===== src/rtl/vsr_pkg.sv =====
// Shared types and constants of the voxel surface relabel block.
`timescale 1ns / 1ps
`default_nettype none
package vsr_pkg;

  localparam int MAX_DIM    = 32;
  localparam int VALUE_BITS = 32;
  localparam int DIM_W      = $clog2(MAX_DIM + 1);
  localparam int AXIS_W     = $clog2(MAX_DIM);
  localparam int ADDR_W     = 3 * AXIS_W;
  localparam int DEPTH      = MAX_DIM * MAX_DIM * MAX_DIM;
  localparam int STRIDE_W   = 2 * DIM_W;
  localparam int COUNT_W    = 16;
  localparam int TOL_W      = 31;
  localparam int PAD_W      = 5;
  localparam int CFG_W      = 32;
  localparam int NB_W       = 3;

  localparam logic [NB_W-1:0] NB_LAST = NB_W'(5);

  typedef enum logic [1:0] {
    OP_WRITE = 2'd0,
    OP_READ  = 2'd1,
    OP_RUN   = 2'd2
  } op_t;

  typedef enum logic [2:0] {
    CFG_OLD_VALUE = 3'd0,
    CFG_ADJ_VALUE = 3'd1,
    CFG_NEW_VALUE = 3'd2,
    CFG_TOLERANCE = 3'd3,
    CFG_PAD_WIDTH = 3'd4,
    CFG_SIZE_X    = 3'd5,
    CFG_SIZE_Y    = 3'd6,
    CFG_SIZE_Z    = 3'd7
  } cfg_idx_t;

  typedef enum logic [3:0] {
    ST_IDLE, ST_RD_DATA, ST_INIT1, ST_INIT2, ST_INIT3, ST_CTR_RD, ST_CTR_CHK,
    ST_NB_RD, ST_NB_CHK, ST_WRITE, ST_ADVANCE, ST_REPORT
  } state_t;

  typedef struct packed {
    logic rd_ext;
    logic wr_ext;
    logic init1;
    logic init2;
    logic init3;
    logic ctr_rd;
    logic nb_rd;
    logic nb_clr;
    logic nb_inc;
    logic wr_new;
    logic advance;
    logic load_read;
    logic load_report;
  } ctl_t;

  typedef struct packed {
    logic box_empty;
    logic near_old;
    logic near_adj;
    logic nb_valid;
    logic nb_last;
    logic scan_done;
    logic out_free;
  } sts_t;

endpackage
`default_nettype wire


===== src/rtl/vsr_ctrl.sv =====
// Controller state machine of the voxel surface relabel block.
`timescale 1ns / 1ps
`default_nettype none
module vsr_ctrl (
  input  wire logic         clk,
  input  wire logic         rst,
  input  wire logic         in_valid,
  input  wire logic [1:0]   in_command,
  output logic              in_ready,
  input  wire vsr_pkg::sts_t sts,
  output vsr_pkg::ctl_t     ctl
);
  import vsr_pkg::*;

  state_t state, state_next;

  always_ff @(posedge clk) begin
    if (rst) begin
      state <= ST_IDLE;
    end else begin
      state <= state_next;
    end
  end

  always_comb begin
    state_next = state;
    ctl        = '0;
    in_ready   = 1'b0;
    unique case (state)
      ST_IDLE: begin
        in_ready = 1'b1;
        if (in_valid) begin
          case (in_command)
            OP_WRITE: ctl.wr_ext = 1'b1;
            OP_READ: begin
              ctl.rd_ext = 1'b1;
              state_next = ST_RD_DATA;
            end
            OP_RUN:   state_next = ST_INIT1;
            default:  state_next = ST_IDLE;
          endcase
        end
      end
      ST_RD_DATA: begin
        if (sts.out_free) begin
          ctl.load_read = 1'b1;
          state_next    = ST_IDLE;
        end
      end
      ST_INIT1: begin
        ctl.init1  = 1'b1;
        state_next = sts.box_empty ? ST_REPORT : ST_INIT2;
      end
      ST_INIT2: begin
        ctl.init2  = 1'b1;
        state_next = ST_INIT3;
      end
      ST_INIT3: begin
        ctl.init3  = 1'b1;
        state_next = ST_CTR_RD;
      end
      ST_CTR_RD: begin
        ctl.ctr_rd = 1'b1;
        state_next = ST_CTR_CHK;
      end
      ST_CTR_CHK: begin
        if (sts.near_old) begin
          ctl.nb_clr = 1'b1;
          state_next = ST_NB_RD;
        end else begin
          state_next = ST_ADVANCE;
        end
      end
      ST_NB_RD: begin
        if (sts.nb_valid) begin
          ctl.nb_rd  = 1'b1;
          state_next = ST_NB_CHK;
        end else if (sts.nb_last) begin
          state_next = ST_ADVANCE;
        end else begin
          ctl.nb_inc = 1'b1;
        end
      end
      ST_NB_CHK: begin
        if (sts.near_adj) begin
          state_next = ST_WRITE;
        end else if (sts.nb_last) begin
          state_next = ST_ADVANCE;
        end else begin
          ctl.nb_inc = 1'b1;
          state_next = ST_NB_RD;
        end
      end
      ST_WRITE: begin
        ctl.wr_new = 1'b1;
        state_next = ST_ADVANCE;
      end
      ST_ADVANCE: begin
        ctl.advance = 1'b1;
        state_next  = sts.scan_done ? ST_REPORT : ST_CTR_RD;
      end
      ST_REPORT: begin
        if (sts.out_free) begin
          ctl.load_report = 1'b1;
          state_next      = ST_IDLE;
        end
      end
      default: state_next = ST_IDLE;
    endcase
  end

endmodule
`default_nettype wire


===== config.mk =====
export PLATFORM = sky130hd
export DESIGN_NAME = vsr_ctrl
export DESIGN_NICKNAME = d
export VERILOG_FILES = /design/src/rtl/vsr_pkg.sv /design/src/rtl/vsr_ctrl.sv
export SDC_FILE = /design/constraint.sdc
export NUM_CORES = 1
export LEC_CHECK = 0
export BUFFER_PORTS_ARGS = -buffer_cell sky130_fd_sc_hd__buf_2
export CORE_AREA = 2 2 39 41
export DETAILED_ROUTE_END_ITERATION = 12
export DIE_AREA = 0 0 41 43
export PLACE_DENSITY = 0.84
export RECOVER_POWER = 25
export SLEW_MARGIN = 20
export SYNTH_ARGS = -nofsm -noshare
export SYNTH_HDL_FRONTEND = slang
export SYNTH_SLANG_ARGS = --single-unit

===== constraint.sdc =====
create_clock -name clk -period 2 [get_ports clk]
set_input_delay 0.6 -clock clk [delete_from_list [all_inputs] [get_ports clk]]
set_output_delay 0.6 -clock clk [all_outputs]
set_load 0.005 [all_outputs]

# Word-level counts from Yosys, hierarchy flattened
# Cells that the tools add are included.
dict set report totals {
  reg_bits 4
  in_bits 12
  out_inout_bits 14
  elab_cells 55
}
dict set report classes {
  eq_ne 17
  n_mux 33
  reduce_logical 4
}
# operator n
set op_table {}
lappend op_table {{case mux 4 bit (11 select lines)} 1}
lappend op_table {{2-to-1 mux 4 bit} 9}
lappend op_table {{2-to-1 mux 1 bit} 19}
lappend op_table {{== test 4 x 3 -> 1 bit (second input constant)} 4}
lappend op_table {{== test 4 bit (second input constant)} 4}
lappend op_table {{case mux 4 bit (3 select lines)} 1}
lappend op_table {{== test 4 x 2 -> 1 bit (second input constant)} 2}
lappend op_table {{== test 4 x 1 -> 1 bit (second input constant)} 1}
lappend op_table {{zero test 4 bit} 1}
lappend op_table {{2-to-1 mux 2 bit} 2}
lappend op_table {{!= test 2 bit (second input constant)} 2}
lappend op_table {{AND reduction 4 bit} 1}
lappend op_table {{!= test 3 bit (second input constant)} 1}
lappend op_table {{== test 2 x 1 -> 1 bit (second input constant)} 1}
lappend op_table {{== test 2 bit (second input constant)} 1}
lappend op_table {{zero test 2 bit} 1}
lappend op_table {{!= test 2 x 1 -> 1 bit (second input constant)} 1}
lappend op_table {{case mux 1 bit (2 select lines)} 1}
lappend op_table {{OR reduction 2 bit} 1}

# Longest topological paths before layout
# Gate-level depths: netlist (run 1).
dict set report logic_depth {
  word_depth 4
  depth_mapped 6
  mapped_depth_nobuf 5
}

# Worst setup path after synthesis (run 1)
# OpenSTA, ideal clock, no wires.
dict set report synth_path {
  kind {in2out}
  startpoint {input sts[2] (netlist name)}
  endpoint {output ctl[4] (netlist name)}
  arrival_time_ns 1.287
  required_time_ns 1.400
  setup_slack_ns 0.113
  cell_stages 2
  path_buffers 0
  cell_sequence {or4_1 > o31ai_2}
}
# item line_no
set synth_rtl {}
lappend synth_rtl {{from (decl)} vsr_ctrl.sv:10} ;# input wire vsr_pkg::sts_t sts,
lappend synth_rtl {{to (decl)} vsr_ctrl.sv:11} ;# output vsr_pkg::ctl_t ctl

==> out/qor.txt, run 1 <==
=================================================================================================
Most used DFF post-synth                                                             sky130_fd_sc_hd__dfxtp_1
Cell Pwr Density                                                                       962 mW/mm2
Final standard cell count with taps included and fillers excluded                             128
Combinational cell fraction of total power                                                  70.2%
Total die area                                                                        0.00176 mm2
Unrepaired setup endpoints after global routing                                               yes
VDD IR max                                                                               0.428 mV
Core area                                                                             0.00138 mm2
Area share of the leading cell type in the synthesized netlist                              14.8%
Total wire length after detailed routing                                                  1.82 mm
Overall die height                                                                          43 um
Hold Worst Slack                                                                         0.655 ns
Post-synthesis instance total                                                                  75
CTS H-tree depth                                                                                1
Number of clock sinks                                                                           4
Number of vias in the routed layout                                                           737
Minimum clock period after layout                                                         2.11 ns
Violated checks                                                                      setup timing
I/O Buffers                                                                                    25
Sequential share of power                                                                   16.0%
CTS Hold Bufs                                                                                   0
Pleak                                                                                    0.367 nW
Total routing resource utilization after global routing                                     24.0%
Post-route ant nets                                                                             0
Dominant cells by area after synthesis                                               sky130_fd_sc_hd__dfxtp_1, sky130_fd_sc_hd__nor2_1, sky130_fd_sc_hd__o2bb2ai_1, sky130_fd_sc_hd__nand2b_1, sky130_fd_sc_hd__nor3_1
Number of antenna violations at the first check in global routing                               0
Met3 Routed Length                                                                         120 um
Number of distinct library cell variants in the gate-level netlist after synthesis             38
Antenna diodes                                                                                  0
Flop and latch count out of synthesis                                                           4
Largest registers in the final layout                                                    state x4
CP Launch Type                                                                           register
FMAX                                                                                      475 MHz
CP required                                                                               1.40 ns
Synth warnings                                                                                  0
Crit end category                                                                     output port
HPWL after detailed placement                                                             1.36 mm
Max_slew headroom                                                                           81.2%
Via count of the first global-routing pass                                                    641
Cell type with the largest total area after synthesis                                sky130_fd_sc_hd__dfxtp_1
Nets in the synthesized netlist                                                                87
Number of iterations in the first detailed-routing pass                                         4
Total placed cells including tap cells                                                        122
Top reg by flops                                                                            state
Worst slew pin tran                                                                      0.280 ns
Core Rows                                                                                      14
Total DRC errors in the routed layout                                                           0
Total length of routed met2 wires                                                          935 um
Synthesis-to-finish area growth                                                             49.7%
Routed length per instance                                                                14.2 um
Global-route wire length before repair                                                    2.73 mm
Number of flip-flops under the largest register name                                            4
Setup-failing EPs final                                                                         4
FFs w/ async S/R, synth                                                                        0%
TritonCTS clock tree                                                                          yes
Minimum setup slack after placement                                                     -0.122 ns
Mean area per synthesized cell                                                           7.22 um2
Final Skew                                                                             0.00333 ns
Pin count of the biggest net entering global routing                                           17
Share of layout cells above drive strength 1                                                50.0%
CTS max path bufs                                                                               2
Placed cell area                                                                          742 um2
Arrival time at the worst endpoint                                                        1.51 ns
Final sum of negative setup slack                                                       -0.341 ns
Switching part of the total                                                                 44.0%
Final std cell area, no fill                                                              811 um2
Part of the total power dissipated in the clock network                                     13.9%
Clock tree root driver cell                                                          sky130_fd_sc_hd__clkbuf_4
Detailed router's first-iteration violation count                                              17
Total of max-cap violations                                                                     0
Run status                                                                           complete, but fails checks
Initial Util                                                                                39.2%
Power spent charging and discharging nets                                                0.343 mW
Highest metal layer used by the detailed router                                              met4
Clock slew at the register clock pins of the worst setup and hold paths                   0.04 ns
Number of placed I/O pins                                                                      26
Vias per inst                                                                                5.76
Combined area of all synthesized cells                                                    542 um2
Final number of max-transition violations                                                       0
Portion of the post-synthesis area used by sequential elements                              14.8%
Clock insertion delay at the later pin of the skew report                                 0.25 ns
Routed length on met1                                                                      663 um
Worst-case setup margin in the final layout                                             -0.105 ns
Worst min-delay path category                                                           in -> reg
Number of fillers in the final layout                                                         123
Power Internal                                                                           0.437 mW
Number of nets at the end of the flow                                                         126
Hold Violations, Final                                                                          0
Type of the worst setup path                                                           reg -> out
Fraction of the cycle the final worst path needs                                             105%
Die Wd                                                                                      41 um
Overflow left after global routing                                                              0
Number of flops mapped to enable cells by yosys                                                 0
Global placer's final weighted congestion                                                   0.884
Number of buffers added by the clock tree synthesis step                                        3
Critical path fanouts, max                                                                      3
=================================================================================================
power by group through the flow:
stage	clock network (mW)	registers (mW)	logic (mW)
after floorplan	0	0.117	0.320
after global placement	0	0.120	0.459
after detailed placement	0	0.121	0.488
after CTS	0.111	0.124	0.519
after global routing	0.116	0.127	0.594
final	0.108	0.124	0.547
synthesized netlist by cell type (2+ instances only):
master and instances:
sky130_fd_sc_hd__a211oi_1 2, sky130_fd_sc_hd__and3_1 2, sky130_fd_sc_hd__clkbuf_1 3, sky130_fd_sc_hd__dfxtp_1 4, sky130_fd_sc_hd__inv_1 4, sky130_fd_sc_hd__nand2_1 3, sky130_fd_sc_hd__nand2b_1 5, sky130_fd_sc_hd__nor2_1 10
sky130_fd_sc_hd__nor2b_1 2, sky130_fd_sc_hd__nor3_1 5, sky130_fd_sc_hd__o21ai_0 5, sky130_fd_sc_hd__o2bb2ai_1 4
what timing repair did:
action / in CTS / in global routing
cloned: 0 / 0
setup buffers: 1 / 2
pin swaps: 0 / 1
resized for setup: 6 / 1
endpoints found under the setup margin: 4 / 4
through the flow:
stage,power (mW),utilization (%)
detailed placement,0.609,53.6
CTS,0.754,57.4
global route,0.836,58.6
floorplan,0.437,-
global placement,0.579,53.6
finish,0.780,58.6
kinds of logic after synthesis:
group	Yosys count	synth area share, %
XOR/XNOR	1	1.62
AO/OA/AOI/OAI	22	33.3
buffers and inverters	10	8.77
multiplexers	1	2.08
AND/OR/NAND/NOR	37	39.5
flip-flops	4	14.8
area by class of cell:
type	instances	area (um2)	area share (%)
multi-input cells	61	434	53.5
inverters	5	20.0	2.47
well taps	16	20.0	2.47
flip-flops and latches	4	83.8	10.3
clock buffers	3	22.5	2.78
repair buffers	39	230	28.4
critical path, stage by stage, from the launching register on:
cell	delay (ns)
sky130_fd_sc_hd__dfxtp_2	0.32
sky130_fd_sc_hd__or4_4	0.55
sky130_fd_sc_hd__nor2_4	0.13
sky130_fd_sc_hd__and3_1	0.16
sky130_fd_sc_hd__buf_2	0.10
cells in the final DEF (no fill, tap or decap), types with 2 or more instances in the layout:
master / n
sky130_fd_sc_hd__nor2b_1: 2
sky130_fd_sc_hd__nand2_1: 3
sky130_fd_sc_hd__a211oi_1: 2
sky130_fd_sc_hd__nor2_1: 9
sky130_fd_sc_hd__o21ai_0: 5
sky130_fd_sc_hd__or4_4: 2
sky130_fd_sc_hd__buf_2: 25
sky130_fd_sc_hd__buf_4: 14
sky130_fd_sc_hd__and3_1: 2
sky130_fd_sc_hd__dfxtp_2: 3
sky130_fd_sc_hd__nand2b_1: 5
sky130_fd_sc_hd__inv_1: 4
sky130_fd_sc_hd__o2bb2ai_1: 4
sky130_fd_sc_hd__nor3_1: 5
sky130_fd_sc_hd__clkbuf_4: 3
layer usage:
layer	track usage, %	vias to the layer above
met5	0	-
met4	25.3	0
met3	8.90	12
met2	30.9	36
met1	27.3	332
li1	-	357
worst paths after layout:
path / start / endpoint / slack, ns / depth (start not counted)
setup / recovery: state[0] / ctl[12] / -0.11 / 4
hold / removal: rst / state[2] / 0.66 / 2
setup reg to reg: state[0] / state[1] / 0.38 / 6
hold reg to reg: state[1] / state[1] / 0.70 / 2
(Power assumes the default switching activity.)
==> run 2: changes to the inputs <==
- CTS_BUF_LIST: unset -> sky130_fd_sc_hd__clkbuf_8 sky130_fd_sc_hd__clkbuf_16
==> out/qor.txt, run 2 (synthesized netlist as in run 1, its figures left out) <==
======================================================================================
Run status                                                                complete, but fails checks
Violated checks                                                           setup timing
Number of fillers in the final layout                                              123
Total DRC errors in the routed layout                                                0
Crit end category                                                          output port
Worst slew pin tran                                                           0.282 ns
Worst R2R Setup Slack                                                          0.30 ns
CTS Hold Bufs                                                                        0
Max_slew headroom                                                                81.1%
I/O Buffers                                                                         25
CP Launch Type                                                                register
Total die area                                                             0.00176 mm2
Combinational cell fraction of total power                                       64.1%
Number of vias in the routed layout                                                733
Pin count of the biggest net entering global routing                                17
Detailed router's first-iteration violation count                                   36
Largest registers in the final layout                                         state x4
Clock slew at the register clock pins of the worst setup and hold paths        0.03 ns
Minimum clock period after layout                                              2.08 ns
CTS H-tree depth                                                                     1
Initial Util                                                                     39.2%
Top reg by flops                                                                 state
VDD IR max                                                                    0.495 mV
Total chip power                                                              0.831 mW
Die Wd                                                                           41 um
Number of placed I/O pins                                                           26
Synthesis-to-finish area growth                                                  53.6%
Total of max-cap violations                                                          0
Final number of max-transition violations                                            0
Most common cell after layout, fill and taps aside                        sky130_fd_sc_hd__buf_2
Worst min-delay path category                                               reg -> reg
Hold Violations, Final                                                               0
Critical path fanouts, max                                                           4
Number of antenna violations at the first check in global routing                    0
Switching part of the total                                                      41.1%
Fraction of the cycle the final worst path needs                                  104%
Core area                                                                  0.00138 mm2
Antenna diodes                                                                       0
Setup-failing EPs final                                                              4
Cell Pwr Density                                                            999 mW/mm2
Clock insertion delay at the later pin of the skew report                      0.22 ns
Pleak                                                                         0.375 nW
Overall die height                                                               43 um
Leading cell types in the layout, fill and taps excluded                  sky130_fd_sc_hd__buf_2, sky130_fd_sc_hd__buf_4, sky130_fd_sc_hd__nor2_1
Vias per inst                                                                     5.73
Total wire length after detailed routing                                       1.83 mm
Clock tree root driver cell                                               sky130_fd_sc_hd__clkbuf_8
Power Internal                                                                0.489 mW
CTS max path bufs                                                                    2
Number of flip-flops under the largest register name                                 4
Core Rows                                                                           14
Total routing resource utilization after global routing                          24.8%
Overflow left after global routing                                                   0
Number of iterations in the first detailed-routing pass                              4
Global placer's final weighted congestion                                        0.884
HPWL after detailed placement                                                  1.36 mm
Post-route ant nets                                                                  0
Final Skew                                                                  0.00277 ns
FMAX                                                                           480 MHz
Number of clock sinks                                                                4
Share of layout cells above drive strength 1                                     49.1%
Number of nets at the end of the flow                                              126
Type of the worst setup path                                                reg -> out
Number of buffers added by the clock tree synthesis step                             3
Sequential share of power                                                        15.2%
TritonCTS clock tree                                                               yes
Unrepaired setup endpoints after global routing                                    yes
Routed length per instance                                                     14.3 um
CP required                                                                    1.40 ns
Via count of the first global-routing pass                                         637
Part of the total power dissipated in the clock network                          20.8%
Hold Worst Slack                                                              0.682 ns
Power spent charging and discharging nets                                     0.342 mW
Minimum setup slack after placement                                          -0.122 ns
Worst-case setup margin in the final layout                                 -0.0833 ns
Arrival time at the worst endpoint                                             1.48 ns
Global-route wire length before repair                                         2.80 mm
======================================================================================
-- run 2: cell counts in the layout (fill, tap and decap cells not counted) --
No cell type changed its count.
-- run 2: power by group through the flow --
stage / Clock, mW / Sequential (mW) / Combinational (mW)
2_1_floorplan: 0 / 0.117 / 0.320
3_3_place_gp: 0 / 0.120 / 0.459
3_5_place_dp: 0 / 0.121 / 0.488
4_1_cts: 0.176 / 0.124 / 0.524
5_1_grt: 0.181 / 0.128 / 0.581
6_report: 0.173 / 0.126 / 0.533
-- run 2: path summary, 6_finish.rpt --
kind | start | end | cells after the start
hold reg to reg | state[3] | state[3] | 2
hold / removal | state[3] | state[3] | 2
setup reg to reg | state[0] | state[1] | 6
setup / recovery | state[0] | ctl[12] | 4
-- run 2: final cells by class --
type	instances	area, um2	share of cell area, %
multi-input combinational	61	430	51.7
timing repair buffer	39	236	28.4
sequential	4	83.8	10.1
clock buffer	3	41.3	4.96
inverter	5	20.0	2.41
tap	16	20.0	2.41
-- run 2: critical path: stages (launching register included) --
cell and delay [ns]:
sky130_fd_sc_hd__dfxtp_1 0.33, sky130_fd_sc_hd__or4_4 0.55, sky130_fd_sc_hd__nor2_4 0.13, sky130_fd_sc_hd__and3_1 0.15
sky130_fd_sc_hd__buf_2 0.10
-- run 2: metrics by stage --
step | setup TNS, ns | instance area (um2) | instances | util, %
2_1_floorplan | 0 | 542 | 75 | -
3_3_place_gp | -0.115 | 742 | 122 | 53.6
3_5_place_dp | -0.122 | 742 | 122 | 53.6
4_1_cts | -0.265 | 827 | 127 | 59.8
5_1_grt | -0.391 | 832 | 128 | 60.1
6_report | -0.234 | 832 | 128 | 60.1
-- run 2: per-layer routing --
layer,track usage (%),vias up,part of all wire [%]
met1,30.2,330,38
met5,0,-,0
li1,-,357,-
met3,7.33,8,7.2
met2,32.8,38,51
met4,22.7,0,3.6
-- run 2: repair_timing --
| item | CTS | global route |
|---|---|---|
| gates resized for setup | 7 | 1 |
| setup buffers | 2 | 1 |
| pin swaps | 5 | 2 |
| endpoints found under the setup margin | 4 | 4 |
